### config.mk
export PLATFORM = sky130hd
export DESIGN_NAME = four_lane_multiply_rotate_hash64_top
export DESIGN_NICKNAME = d
export VERILOG_FILES = /design/src/flmrh_pkg.sv /design/src/flmrh_mul.sv /design/src/flmrh_dp.sv /design/src/flmrh_ctrl.sv /design/src/four_lane_multiply_rotate_hash64_top.sv
export SDC_FILE = /design/constraint.sdc
export NUM_CORES = 2
export LEC_CHECK = 0
export BUFFER_PORTS_ARGS = -buffer_cell sky130_fd_sc_hd__buf_4
export CAP_MARGIN = 15
export CORE_MARGIN = 2
export CORE_UTILIZATION = 65
export CTS_CLUSTER_SIZE = 8
export DETAILED_ROUTE_END_ITERATION = 12
export PLACE_DENSITY = 0.85
export SYNTH_ARGS = -nofsm -noshare
export SYNTH_HDL_FRONTEND = slang
export SYNTH_SLANG_ARGS = --single-unit
export TNS_END_PERCENT = 50
### constraint.sdc
create_clock -name clk -period 27.1 [get_ports clk]
set_input_delay 6.775 -clock clk [delete_from_list [all_inputs] [get_ports clk]]
set_output_delay 6.775 -clock clk [all_outputs]
set_load 0.03 [all_outputs]
### src/flmrh_pkg.sv
// Package for the four-lane multiply-rotate hash: hash constants, controller
// states, multiply operations and the command/status structs.
// Depends on nothing; every design file of the block imports it, the checker does not.
`default_nettype none

package flmrh_pkg;

	localparam logic [63:0] PHI   = 64'h9E3779B97F4A7C15;
	localparam logic [63:0] MIX_A = 64'h85EBCA77C2B2AE3D;
	localparam logic [63:0] MIX_B = 64'hBF58476D1CE4E5B9;
	localparam logic [63:0] MIX_C = 64'h94D049BB133111EB;

	localparam int ROT_ONE   = 11;
	localparam int ROT_TWO   = 19;
	localparam int ROT_THREE = 35;
	localparam int ROT_FOUR  = 47;

	localparam int FIN_SHIFT_A = 29;
	localparam int FIN_SHIFT_B = 31;
	localparam int FIN_SHIFT_C = 37;
	localparam int FIN_SHIFT_D = 41;

	localparam logic [1:0] LANE_ONE   = 2'd0;
	localparam logic [1:0] LANE_TWO   = 2'd1;
	localparam logic [1:0] LANE_THREE = 2'd2;
	localparam logic [1:0] LANE_FOUR  = 2'd3;

	// Steps of one 64 x 64 (low half) product on a shared 32 x 32 multiplier.
	localparam logic [1:0] PH_LOLO = 2'd0;
	localparam logic [1:0] PH_LOHI = 2'd1;
	localparam logic [1:0] PH_HILO = 2'd2;

	typedef enum logic [3:0] {
		S_IDLE,
		S_BASE,
		S_L1,
		S_L2,
		S_L3,
		S_L4,
		S_ABSORB,
		S_FIN1,
		S_FIN2,
		S_FIN3,
		S_EMIT
	} state_t;

	typedef enum logic [3:0] {
		OP_NONE,
		OP_BASE,
		OP_L1,
		OP_L2,
		OP_L3,
		OP_L4,
		OP_ABSORB,
		OP_FIN1,
		OP_FIN2,
		OP_FIN3
	} op_t;

	typedef struct packed {
		logic       accept;
		op_t        op;
		logic [1:0] phase;
		logic       emit;
	} dp_cmd_t;

	typedef struct packed {
		logic in_active;
		logic in_first;
		logic in_has_data;
		logic in_last;
		logic has_data;
		logic last;
		logic out_busy;
	} dp_status_t;

endpackage

`default_nettype wire

### src/flmrh_mul.sv
// Sequenced 64 x 64 multiplier keeping the low 64 bits, built on one
// 32 x 32 multiplier over three steps. Uses flmrh_pkg for the step codes.
`default_nettype none

module flmrh_mul
	import flmrh_pkg::*;
(
	input  wire logic        clk,
	input  wire logic [1:0]  phase,
	input  wire logic [63:0] a,
	input  wire logic [63:0] b,
	output logic      [63:0] product
);

	logic [31:0] x;
	logic [31:0] y;
	logic [63:0] p;
	logic [63:0] acc_q;

	always_comb begin
		x = (phase == PH_HILO) ? a[63:32] : a[31:0];
		y = (phase == PH_LOHI) ? b[63:32] : b[31:0];
		p = 64'(x) * 64'(y);
	end

	always_ff @(posedge clk) begin
		case (phase)
			PH_LOLO: begin
				acc_q <= p;
			end
			PH_LOHI: begin
				acc_q[63:32] <= acc_q[63:32] + p[31:0];
			end
			default: begin
				acc_q <= acc_q;
			end
		endcase
	end

	// Valid during the last step; the cross term lands in the upper half.
	assign product = {acc_q[63:32] + p[31:0], acc_q[31:0]};

endmodule

`default_nettype wire

### src/flmrh_dp.sv
// Datapath of the hash: lanes, length bookkeeping, the shared multiplier,
// finalizer and output register. Uses flmrh_pkg and flmrh_mul.
`default_nettype none

module flmrh_dp
	import flmrh_pkg::*;
#(
	parameter int LENGTH_BITS = 32
) (
	input  wire logic        clk,
	input  wire logic        arst_n,
	input  wire dp_cmd_t     cmd,
	output dp_status_t       status,
	input  wire logic        first,
	input  wire logic        last,
	input  wire logic [63:0] seed,
	input  wire logic [31:0] message_length,
	input  wire logic [63:0] data_word,
	input  wire logic [3:0]  byte_count,
	output logic             out_valid,
	input  wire logic        out_stall,
	output logic      [63:0] hash_value,
	output logic             length_mismatch
);

	localparam int CNT_BITS = LENGTH_BITS + 1;

	function automatic logic [63:0] byte_mask(input logic [3:0] cnt);
		logic [63:0] m;
		m = '0;
		for (int i = 0; i < 8; i++) begin
			m[i*8 +: 8] = (4'(i) < cnt) ? 8'hFF : 8'h00;
		end
		return m;
	endfunction

	logic [63:0]            lane_one_q, lane_two_q, lane_three_q, lane_four_q;
	logic [LENGTH_BITS-1:0] decl_q;
	logic [CNT_BITS-1:0]    bytes_q;
	logic                   in_msg_q;
	logic [63:0]            seed_q;
	logic [63:0]            word_q;
	logic [1:0]             sel_q;
	logic                   has_data_q;
	logic                   last_q;
	logic [63:0]            base_q;
	logic [63:0]            h_q;
	logic [63:0]            hash_q;
	logic                   mismatch_q;
	logic                   out_valid_q;

	logic [3:0]             cnt;
	logic [63:0]            mlen_wide;
	logic [LENGTH_BITS-1:0] mlen_eff;
	logic [LENGTH_BITS-1:0] eff_decl;
	logic [CNT_BITS-1:0]    eff_bytes;
	logic [CNT_BITS-1:0]    block_end;
	logic                   in_block;
	logic [1:0]             sel;
	logic [63:0]            masked;
	logic [63:0]            rotated;
	logic [CNT_BITS:0]      sum;
	logic [CNT_BITS-1:0]    next_bytes;
	logic                   active;

	logic [63:0] lane_sel_val;
	logic [63:0] fold;
	logic [63:0] mul_a;
	logic [63:0] mul_b;
	logic [63:0] product;
	logic        mul_done;

	// Input side: clamp the count, pad the word and pick its lane.
	always_comb begin
		cnt       = (byte_count > 4'd8) ? 4'd8 : byte_count;
		mlen_wide = 64'(message_length);
		mlen_eff  = mlen_wide[LENGTH_BITS-1:0];
		eff_decl  = first ? mlen_eff : decl_q;
		eff_bytes = first ? '0 : bytes_q;
		block_end = {1'b0, eff_decl[LENGTH_BITS-1:5], 5'b0};
		in_block  = eff_bytes < block_end;
		sel       = in_block ? eff_bytes[4:3] : LANE_ONE;
		masked    = data_word & byte_mask(cnt);
		case (sel)
			LANE_ONE:   rotated = (masked << ROT_ONE) | (masked >> (64 - ROT_ONE));
			LANE_TWO:   rotated = (masked << ROT_TWO) | (masked >> (64 - ROT_TWO));
			LANE_THREE: rotated = (masked << ROT_THREE) | (masked >> (64 - ROT_THREE));
			default:    rotated = (masked << ROT_FOUR) | (masked >> (64 - ROT_FOUR));
		endcase
		sum        = {1'b0, eff_bytes} + (CNT_BITS + 1)'(cnt);
		next_bytes = sum[CNT_BITS] ? '1 : sum[CNT_BITS-1:0];
		active     = first | in_msg_q;
	end

	// Operand selection for the shared multiplier.
	always_comb begin
		case (sel_q)
			LANE_ONE:   lane_sel_val = lane_one_q;
			LANE_TWO:   lane_sel_val = lane_two_q;
			LANE_THREE: lane_sel_val = lane_three_q;
			default:    lane_sel_val = lane_four_q;
		endcase
		fold = (lane_one_q ^ lane_two_q) ^ (lane_three_q ^ lane_four_q);
		case (cmd.op)
			OP_BASE: begin
				mul_a = 64'(decl_q);
				mul_b = PHI;
			end
			OP_L1: begin
				mul_a = base_q;
				mul_b = PHI;
			end
			OP_L2: begin
				mul_a = base_q;
				mul_b = MIX_A;
			end
			OP_L3: begin
				mul_a = base_q;
				mul_b = MIX_B;
			end
			OP_L4: begin
				mul_a = base_q;
				mul_b = MIX_C;
			end
			OP_ABSORB: begin
				mul_a = lane_sel_val ^ word_q;
				mul_b = PHI;
			end
			OP_FIN1: begin
				mul_a = fold ^ (fold >> FIN_SHIFT_A);
				mul_b = MIX_A;
			end
			OP_FIN2: begin
				mul_a = h_q ^ (h_q >> FIN_SHIFT_B);
				mul_b = MIX_B;
			end
			OP_FIN3: begin
				mul_a = h_q ^ (h_q >> FIN_SHIFT_C);
				mul_b = PHI;
			end
			default: begin
				mul_a = '0;
				mul_b = '0;
			end
		endcase
		mul_done = (cmd.phase == PH_HILO);
	end

	flmrh_mul u_mul (
		.clk     (clk),
		.phase   (cmd.phase),
		.a       (mul_a),
		.b       (mul_b),
		.product (product)
	);

	always_ff @(posedge clk or negedge arst_n) begin
		if (!arst_n) begin
			lane_one_q   <= '0;
			lane_two_q   <= '0;
			lane_three_q <= '0;
			lane_four_q  <= '0;
			decl_q       <= '0;
			bytes_q      <= '0;
			in_msg_q     <= 1'b0;
			has_data_q   <= 1'b0;
			last_q       <= 1'b0;
			out_valid_q  <= 1'b0;
		end else begin
			if (cmd.accept && active) begin
				decl_q     <= eff_decl;
				bytes_q    <= next_bytes;
				in_msg_q   <= !last;
				has_data_q <= (cnt != 4'd0);
				last_q     <= last;
			end
			if (mul_done) begin
				case (cmd.op)
					OP_L1: lane_one_q <= product;
					OP_L2: lane_two_q <= product;
					OP_L3: lane_three_q <= product;
					OP_L4: lane_four_q <= product;
					OP_ABSORB: begin
						case (sel_q)
							LANE_ONE:   lane_one_q <= product;
							LANE_TWO:   lane_two_q <= product;
							LANE_THREE: lane_three_q <= product;
							default:    lane_four_q <= product;
						endcase
					end
					default: begin
					end
				endcase
			end
			if (cmd.emit) begin
				out_valid_q <= 1'b1;
			end else if (!out_stall) begin
				out_valid_q <= 1'b0;
			end
		end
	end

	// Payload registers, no reset.
	always_ff @(posedge clk) begin
		if (cmd.accept) begin
			seed_q <= seed;
			word_q <= rotated;
			sel_q  <= sel;
		end
		if (mul_done) begin
			case (cmd.op)
				OP_BASE: base_q <= seed_q ^ product;
				OP_FIN1, OP_FIN2, OP_FIN3: h_q <= product;
				default: begin
				end
			endcase
		end
		if (cmd.emit) begin
			hash_q     <= h_q ^ (h_q >> FIN_SHIFT_D);
			mismatch_q <= (bytes_q != {1'b0, decl_q});
		end
	end

	always_comb begin
		status.in_active   = active;
		status.in_first    = first;
		status.in_has_data = (cnt != 4'd0);
		status.in_last     = last;
		status.has_data    = has_data_q;
		status.last        = last_q;
		status.out_busy    = out_valid_q && out_stall;
	end

	assign out_valid       = out_valid_q;
	assign hash_value      = hash_q;
	assign length_mismatch = mismatch_q;

endmodule

`default_nettype wire

### src/flmrh_ctrl.sv
// Controller of the hash: walks seeding, absorb and finalizer multiplies,
// three steps each, and the result hand-off. Uses flmrh_pkg.
`default_nettype none

module flmrh_ctrl
	import flmrh_pkg::*;
(
	input  wire logic       clk,
	input  wire logic       arst_n,
	input  wire logic       in_valid,
	output logic            in_stall,
	input  wire dp_status_t status,
	output dp_cmd_t         cmd
);

	state_t     state_q;
	state_t     state_next;
	logic [1:0] phase_q;
	logic       is_mul;
	logic       last_phase;

	assign last_phase = (phase_q == PH_HILO);

	always_comb begin
		state_next = state_q;
		case (state_q)
			S_IDLE: begin
				if (in_valid && status.in_active) begin
					if (status.in_first) begin
						state_next = S_BASE;
					end else if (status.in_has_data) begin
						state_next = S_ABSORB;
					end else if (status.in_last) begin
						state_next = S_FIN1;
					end
				end
			end
			S_BASE: if (last_phase) state_next = S_L1;
			S_L1:   if (last_phase) state_next = S_L2;
			S_L2:   if (last_phase) state_next = S_L3;
			S_L3:   if (last_phase) state_next = S_L4;
			S_L4: begin
				if (last_phase) begin
					if (status.has_data) begin
						state_next = S_ABSORB;
					end else if (status.last) begin
						state_next = S_FIN1;
					end else begin
						state_next = S_IDLE;
					end
				end
			end
			S_ABSORB: begin
				if (last_phase) begin
					state_next = status.last ? S_FIN1 : S_IDLE;
				end
			end
			S_FIN1: if (last_phase) state_next = S_FIN2;
			S_FIN2: if (last_phase) state_next = S_FIN3;
			S_FIN3: if (last_phase) state_next = S_EMIT;
			S_EMIT: if (!status.out_busy) state_next = S_IDLE;
			default: state_next = S_IDLE;
		endcase
	end

	always_comb begin
		is_mul     = 1'b1;
		cmd.op     = OP_NONE;
		cmd.accept = 1'b0;
		cmd.emit   = 1'b0;
		cmd.phase  = phase_q;
		in_stall   = 1'b1;
		case (state_q)
			S_IDLE: begin
				is_mul     = 1'b0;
				in_stall   = 1'b0;
				cmd.accept = in_valid;
			end
			S_BASE:   cmd.op = OP_BASE;
			S_L1:     cmd.op = OP_L1;
			S_L2:     cmd.op = OP_L2;
			S_L3:     cmd.op = OP_L3;
			S_L4:     cmd.op = OP_L4;
			S_ABSORB: cmd.op = OP_ABSORB;
			S_FIN1:   cmd.op = OP_FIN1;
			S_FIN2:   cmd.op = OP_FIN2;
			S_FIN3:   cmd.op = OP_FIN3;
			S_EMIT: begin
				is_mul   = 1'b0;
				cmd.emit = !status.out_busy;
			end
			default: is_mul = 1'b0;
		endcase
		if (!is_mul) begin
			cmd.phase = PH_LOLO;
		end
	end

	always_ff @(posedge clk or negedge arst_n) begin
		if (!arst_n) begin
			state_q <= S_IDLE;
			phase_q <= PH_LOLO;
		end else begin
			state_q <= state_next;
			if (is_mul && !last_phase) begin
				phase_q <= phase_q + 2'd1;
			end else begin
				phase_q <= PH_LOLO;
			end
		end
	end

endmodule

`default_nettype wire

### src/four_lane_multiply_rotate_hash64_top.sv
// Top level of the four-lane multiply-rotate 64-bit hash.
// Depends on flmrh_pkg, flmrh_ctrl and flmrh_dp (which holds flmrh_mul).
//
//   Channel | Handshake          | Fields
//   --------+--------------------+----------------------------------------------
//   input   | in_valid, in_stall | first, last, seed, message_length,
//           |                    | data_word, byte_count
//   output  | out_valid,out_stall| hash_value, length_mismatch
//
// Every 64-bit product runs on one shared 32 x 32 multiplier, and that
// multiplier sets the timing. A word is taken while the block is idle; a word
// with bytes then adds its absorb multiply, a first word adds the five seeding
// multiplies, and a last word adds the finalizer multiplies and a load of the
// output register. A one-word message thus runs the seeding, absorb (if it
// has bytes) and finalizer multiplies, then loads the output register.
// Reset (arst_n low) is asynchronous and leaves the block idle with no message
// open. in_stall is high whenever a word is in work. A result waiting under
// out_stall does not block the next input word; only the hand-off of the
// following result waits until the output register is free.
`default_nettype none

module four_lane_multiply_rotate_hash64_top
	import flmrh_pkg::*;
#(
	parameter int LENGTH_BITS = 32
) (
	input  wire logic        clk,
	input  wire logic        arst_n,
	input  wire logic        in_valid,
	output logic             in_stall,
	input  wire logic        first,
	input  wire logic        last,
	input  wire logic [63:0] seed,
	input  wire logic [31:0] message_length,
	input  wire logic [63:0] data_word,
	input  wire logic [3:0]  byte_count,
	output logic             out_valid,
	input  wire logic        out_stall,
	output logic      [63:0] hash_value,
	output logic             length_mismatch
);

	// The controller sequences the multiplies; the datapath holds the data state.
	dp_cmd_t    cmd;
	dp_status_t status;

	flmrh_ctrl u_ctrl (
		.clk      (clk),
		.arst_n   (arst_n),
		.in_valid (in_valid),
		.in_stall (in_stall),
		.status   (status),
		.cmd      (cmd)
	);

	flmrh_dp #(
		.LENGTH_BITS (LENGTH_BITS)
	) u_dp (
		.clk             (clk),
		.arst_n          (arst_n),
		.cmd             (cmd),
		.status          (status),
		.first           (first),
		.last            (last),
		.seed            (seed),
		.message_length  (message_length),
		.data_word       (data_word),
		.byte_count      (byte_count),
		.out_valid       (out_valid),
		.out_stall       (out_stall),
		.hash_value      (hash_value),
		.length_mismatch (length_mismatch)
	);

endmodule

`default_nettype wire

==> impl_metrics.csv <==
group,metric,value,unit
final_layout,layout.cells.non_filler,8756,
run_status,outcome,"finished, violations left",
drt,via_count,57540,
yosys,synth_area,69830,sq um
global_routing,antenna_found_initial,18,
worst_setup_path,crit_arrival,13.75,ns
clock_network,ctsResizeCount,0,
yosys,synth_ff_type,"edfxtp_1",
drt,via_per_inst,6.571,
final_layout,syn_to_final_growth,9.217,%
worst_setup_path,crit_required,27.51,ns
global_routing,overflow,0,
worst_setup_path,critPathMaxFanout,44,
clock_network,cts_buffer_depth,3,
sta,setup_violations,0,
drt,route.met2.wl,101500,um
drt,drcViolationCount,0,
flow_run,max_cap_viol_count,0,
drt,maxUsedRoutingLayer,"met5",
die,die_w,331.8,um
placed_design,postPlaceCellArea,73240,sq um
sta,setup_tns,0,ns
final_layout,drive_above_1_share,9.447,%
worst_setup_path,slowest_delay,0.93,ns
die,die_area,110100,sq um
clock_network,tritoncts,"built",
global_routing,grt_pass1_vias,58570,
sta,fin_crit,13.34,ns
placed_design,pre_cts_ws,14.11,ns
sta,hold_viol,0,
clock_network,cts-htree-levels,3,
drt,drt-pass1-iter-count,8,
clock_network,numCtsBuffers,99,
global_routing,grt_pass1_wl,364500,um
final_layout,finalInstanceArea,76260,sq um
worst_setup_path,slowest_stage,"dfrtp_1",
yosys,async_flop_share,46.10,%
placed_design,dp_cells,8565,
sta,fmax,74.98,MHz
drt,wire_per_inst,27.93,um
yosys,yosysSeqAreaShare,28.51,%
sta,slew_headroom,-16.45,%
drt,wl_met3,41090,um
yosys,synth_cells,7178,
clock_network,clkLatencyLatePin,0.71,ns
die,row_count,120,
sta,setup_slack,13.76,ns
worst_setup_path,cp_common_cell,"fa_1",
placed_design,io_buffers,236,
placed_design,dp_hpwl,182600,um
run_status,violations,"max-slew violations",
global_routing,grt_usage,44.64,%
sta,finalCritPeriodShare,49.21,%
clock_network,postCtsSetupBuffers,0,
die,start_util,65.41,%
drt,route.layer.met1.wl,84120,um
drt,wirelength,244500,um
worst_setup_path,start_kind,"flop",
worst_setup_path,end_kind,"flop",
die,die_height,331.8,um
die,core,106800,sq um
clock_network,clkTransAtPathRegs,0.05,ns
yosys,yosysWarnings,0,
final_layout,n_fill_cell,7334,
sta,clock_skew,0.03274,ns
sta,drv_slew,4,
yosys,synth-edff-count,387,
yosys,yosysUniqueCellTypes,83,
worst_hold_path,hp-class,"reg -> reg",
clock_network,hold_buffers,0,
global_routing,grt_max_degree,154,
worst_setup_path,path_class,"reg -> reg",
placed_design,gp_congestion,1.040,
die,ios,237,
final_layout,nNetsFinal,8660,
drt,drt_iter0_markers,8863,
clock_network,clock-root-buffer,"clkbuf_16",
yosys,syn_nets,8572,
yosys,syn_area_per_cell,9.728,sq um
clock_network,cts.sinks,718,
yosys,synth_seq_cells,718,
sta,grt_setup_unrepaired,"false",
drt,postRouteAntennaNets,0,
sta,worstMarginPinSlew,1.747,ns
[registers in the layout, indices dropped and copies added (netlist names)]
name / flops
u_dp.lane_three_q: 64
u_dp.in_msg_q: 1
u_dp.lane_two_q: 64
u_dp.lane_four_q: 64
u_dp.last_q: 1
u_dp.word_q: 64
u_dp.has_data_q: 1
u_dp.decl_q: 32
u_dp.u_mul.acc_q: 64
u_dp.out_valid: 1
u_dp.sel_q: 2
u_dp.h_q: 64
u_ctrl.state_q: 4
u_dp.hash_value: 64
u_dp.bytes_q: 33
u_dp.length_mismatch: 1
u_dp.lane_one_q: 64
u_dp.base_q: 64
u_ctrl.phase_q: 2
u_dp.seed_q: 64
[area by class of cell]
cell class,instances,area [sq um],share of cell area [%]
Tap cell,1403,1755,2.302
Multi-Input combinational cell,5070,45030,59.05
Antenna cell,7,17.52,0.02297
Inverter,1009,3787,4.966
Sequential cell,718,19910,26.10
Clock buffer,174,2769,3.631
Timing Repair Buffer,368,2826,3.706
Clock inverter,7,166.4,0.2182
[worst max-delay path: cells and delay by family (launching register included)]
kind	cells	cell delay, ns
adder cells (fa/ha/maj)	10	4.79
AO/OA/AOI/OAI	10	3.25
AND/OR/NAND/NOR	6	1.84
buffers and inverters	9	1.19
flip-flops	1	0.93
XOR/XNOR	2	0.86
multiplexers	1	0.14
[layer usage]
metal | track usage (%) | vias to the layer above
li1 | - | 23340
met1 | 57.79 | 28340
met2 | 63.13 | 4756
met3 | 19.09 | 1090
met4 | 24.90 | 16
met5 | 1.607 | -
[final timing paths]
check	from	end	slack (ns)	cells past startpoint
max	u_ctrl.state_q[2]	u_dp.u_mul.acc_q[62]	13.76	38
min	u_dp.h_q[25]	u_dp.hash_value[25]	0.49	0
max reg2reg	u_ctrl.state_q[2]	u_dp.u_mul.acc_q[62]	13.76	38
min reg2reg	u_dp.h_q[25]	u_dp.hash_value[25]	0.49	0
max in group asynchronous	arst_n	u_dp.decl_q[14]	18.59	3
min in group asynchronous	arst_n	u_dp.lane_three_q[46]	6.17	1
[cell families (layout without fill, tap and decap cells)]
group | after synthesis | in the layout | share of synthesized area [%]
buffers and inverters | 1390 | 1558 | 7.553
adders and majority gates | 1224 | 1224 | 31.59
DFF | 718 | 718 | 28.51
and+or+nand+nor | 2171 | 2171 | 12.91
other | 0 | 7 | 0
AOI/OAI and AO/OA | 950 | 950 | 8.739
xor gates and xnor gates | 540 | 540 | 6.784
muxes | 185 | 185 | 3.917
[Yosys cell counts (7+ instances only)]
cell / count / share of area [%]
dfrtp_1: 331 / 12
buf_2: 45 / 0.32
xor2_1: 216 / 2.7
o22a_1: 16 / 0.20
ha_1: 326 / 5.8
mux2i_1: 55 / 0.79
xnor2_1: 323 / 4.1
nand3_1: 65 / 0.47
a221oi_1: 11 / 0.14
fa_1: 898 / 26
a21boi_0: 7 / 0.075
o21bai_1: 18 / 0.19
buf_1: 16 / 0.086
and2_1: 68 / 0.61
nor2b_1: 60 / 0.54
o21ai_1: 24 / 0.17
a31oi_1: 86 / 0.77
nor4_1: 10 / 0.090
a32oi_1: 9 / 0.11
inv_1: 1000 / 5.4
nand2b_1: 43 / 0.39
a21o_1: 53 / 0.57
nor2_1: 440 / 2.4
o211ai_1: 13 / 0.14
a22oi_1: 42 / 0.45
o22ai_1: 62 / 0.56
a311oi_1: 14 / 0.18
a222oi_1: 48 / 0.69
edfxtp_1: 387 / 17
or2_2: 9 / 0.081
mux2_2: 66 / 1.1
o21ai_0: 162 / 1.2
nor3_1: 40 / 0.29
a41oi_1: 7 / 0.088
clkbuf_1: 320 / 1.7
o21a_1: 33 / 0.35
a21oi_1: 269 / 1.9
and3_1: 37 / 0.33
nand4_1: 28 / 0.25
mux4_2: 64 / 2.1
a211oi_1: 18 / 0.19
nand2_1: 1347 / 7.2
[through the flow]
stage | util [%] | hold WS (ns)
final | 71.44 | 0.4922
after global routing | 71.43 | 0.5067
after CTS | 71.36 | 0.4918
after detailed placement | 68.61 | 0.4718
after global placement | 68.61 | 0.4600
after floorplan | - | 0.4480
[placed cells by master (no fill, tap or decap), types with 33 or more instances in the layout]
| master | n |
|---|---|
| nand2_1 | 1345 |
| nor2_1 | 430 |
| a21o_1 | 53 |
| mux4_2 | 64 |
| nand2b_1 | 43 |
| buf_4 | 363 |
| a21oi_1 | 263 |
| dfrtp_1 | 330 |
| a222oi_1 | 48 |
| a22oi_1 | 42 |
| xor2_1 | 216 |
| xnor2_1 | 322 |
| and2_1 | 68 |
| mux2_2 | 66 |
| fa_1 | 898 |
| a31oi_1 | 71 |
| nor2b_1 | 57 |
| and3_1 | 33 |
| nor3_1 | 39 |
| clkbuf_1 | 74 |
| clkbuf_16 | 99 |
| o21a_1 | 33 |
| mux2i_1 | 55 |
| nand3_1 | 62 |
| inv_1 | 1000 |
| ha_1 | 326 |
| edfxtp_1 | 387 |
| o22ai_1 | 58 |
| o21ai_0 | 158 |
Power is left out: the tool's default activity adds up to more than one toggle a clock period on the data nets, which glitch-free logic cannot reach.
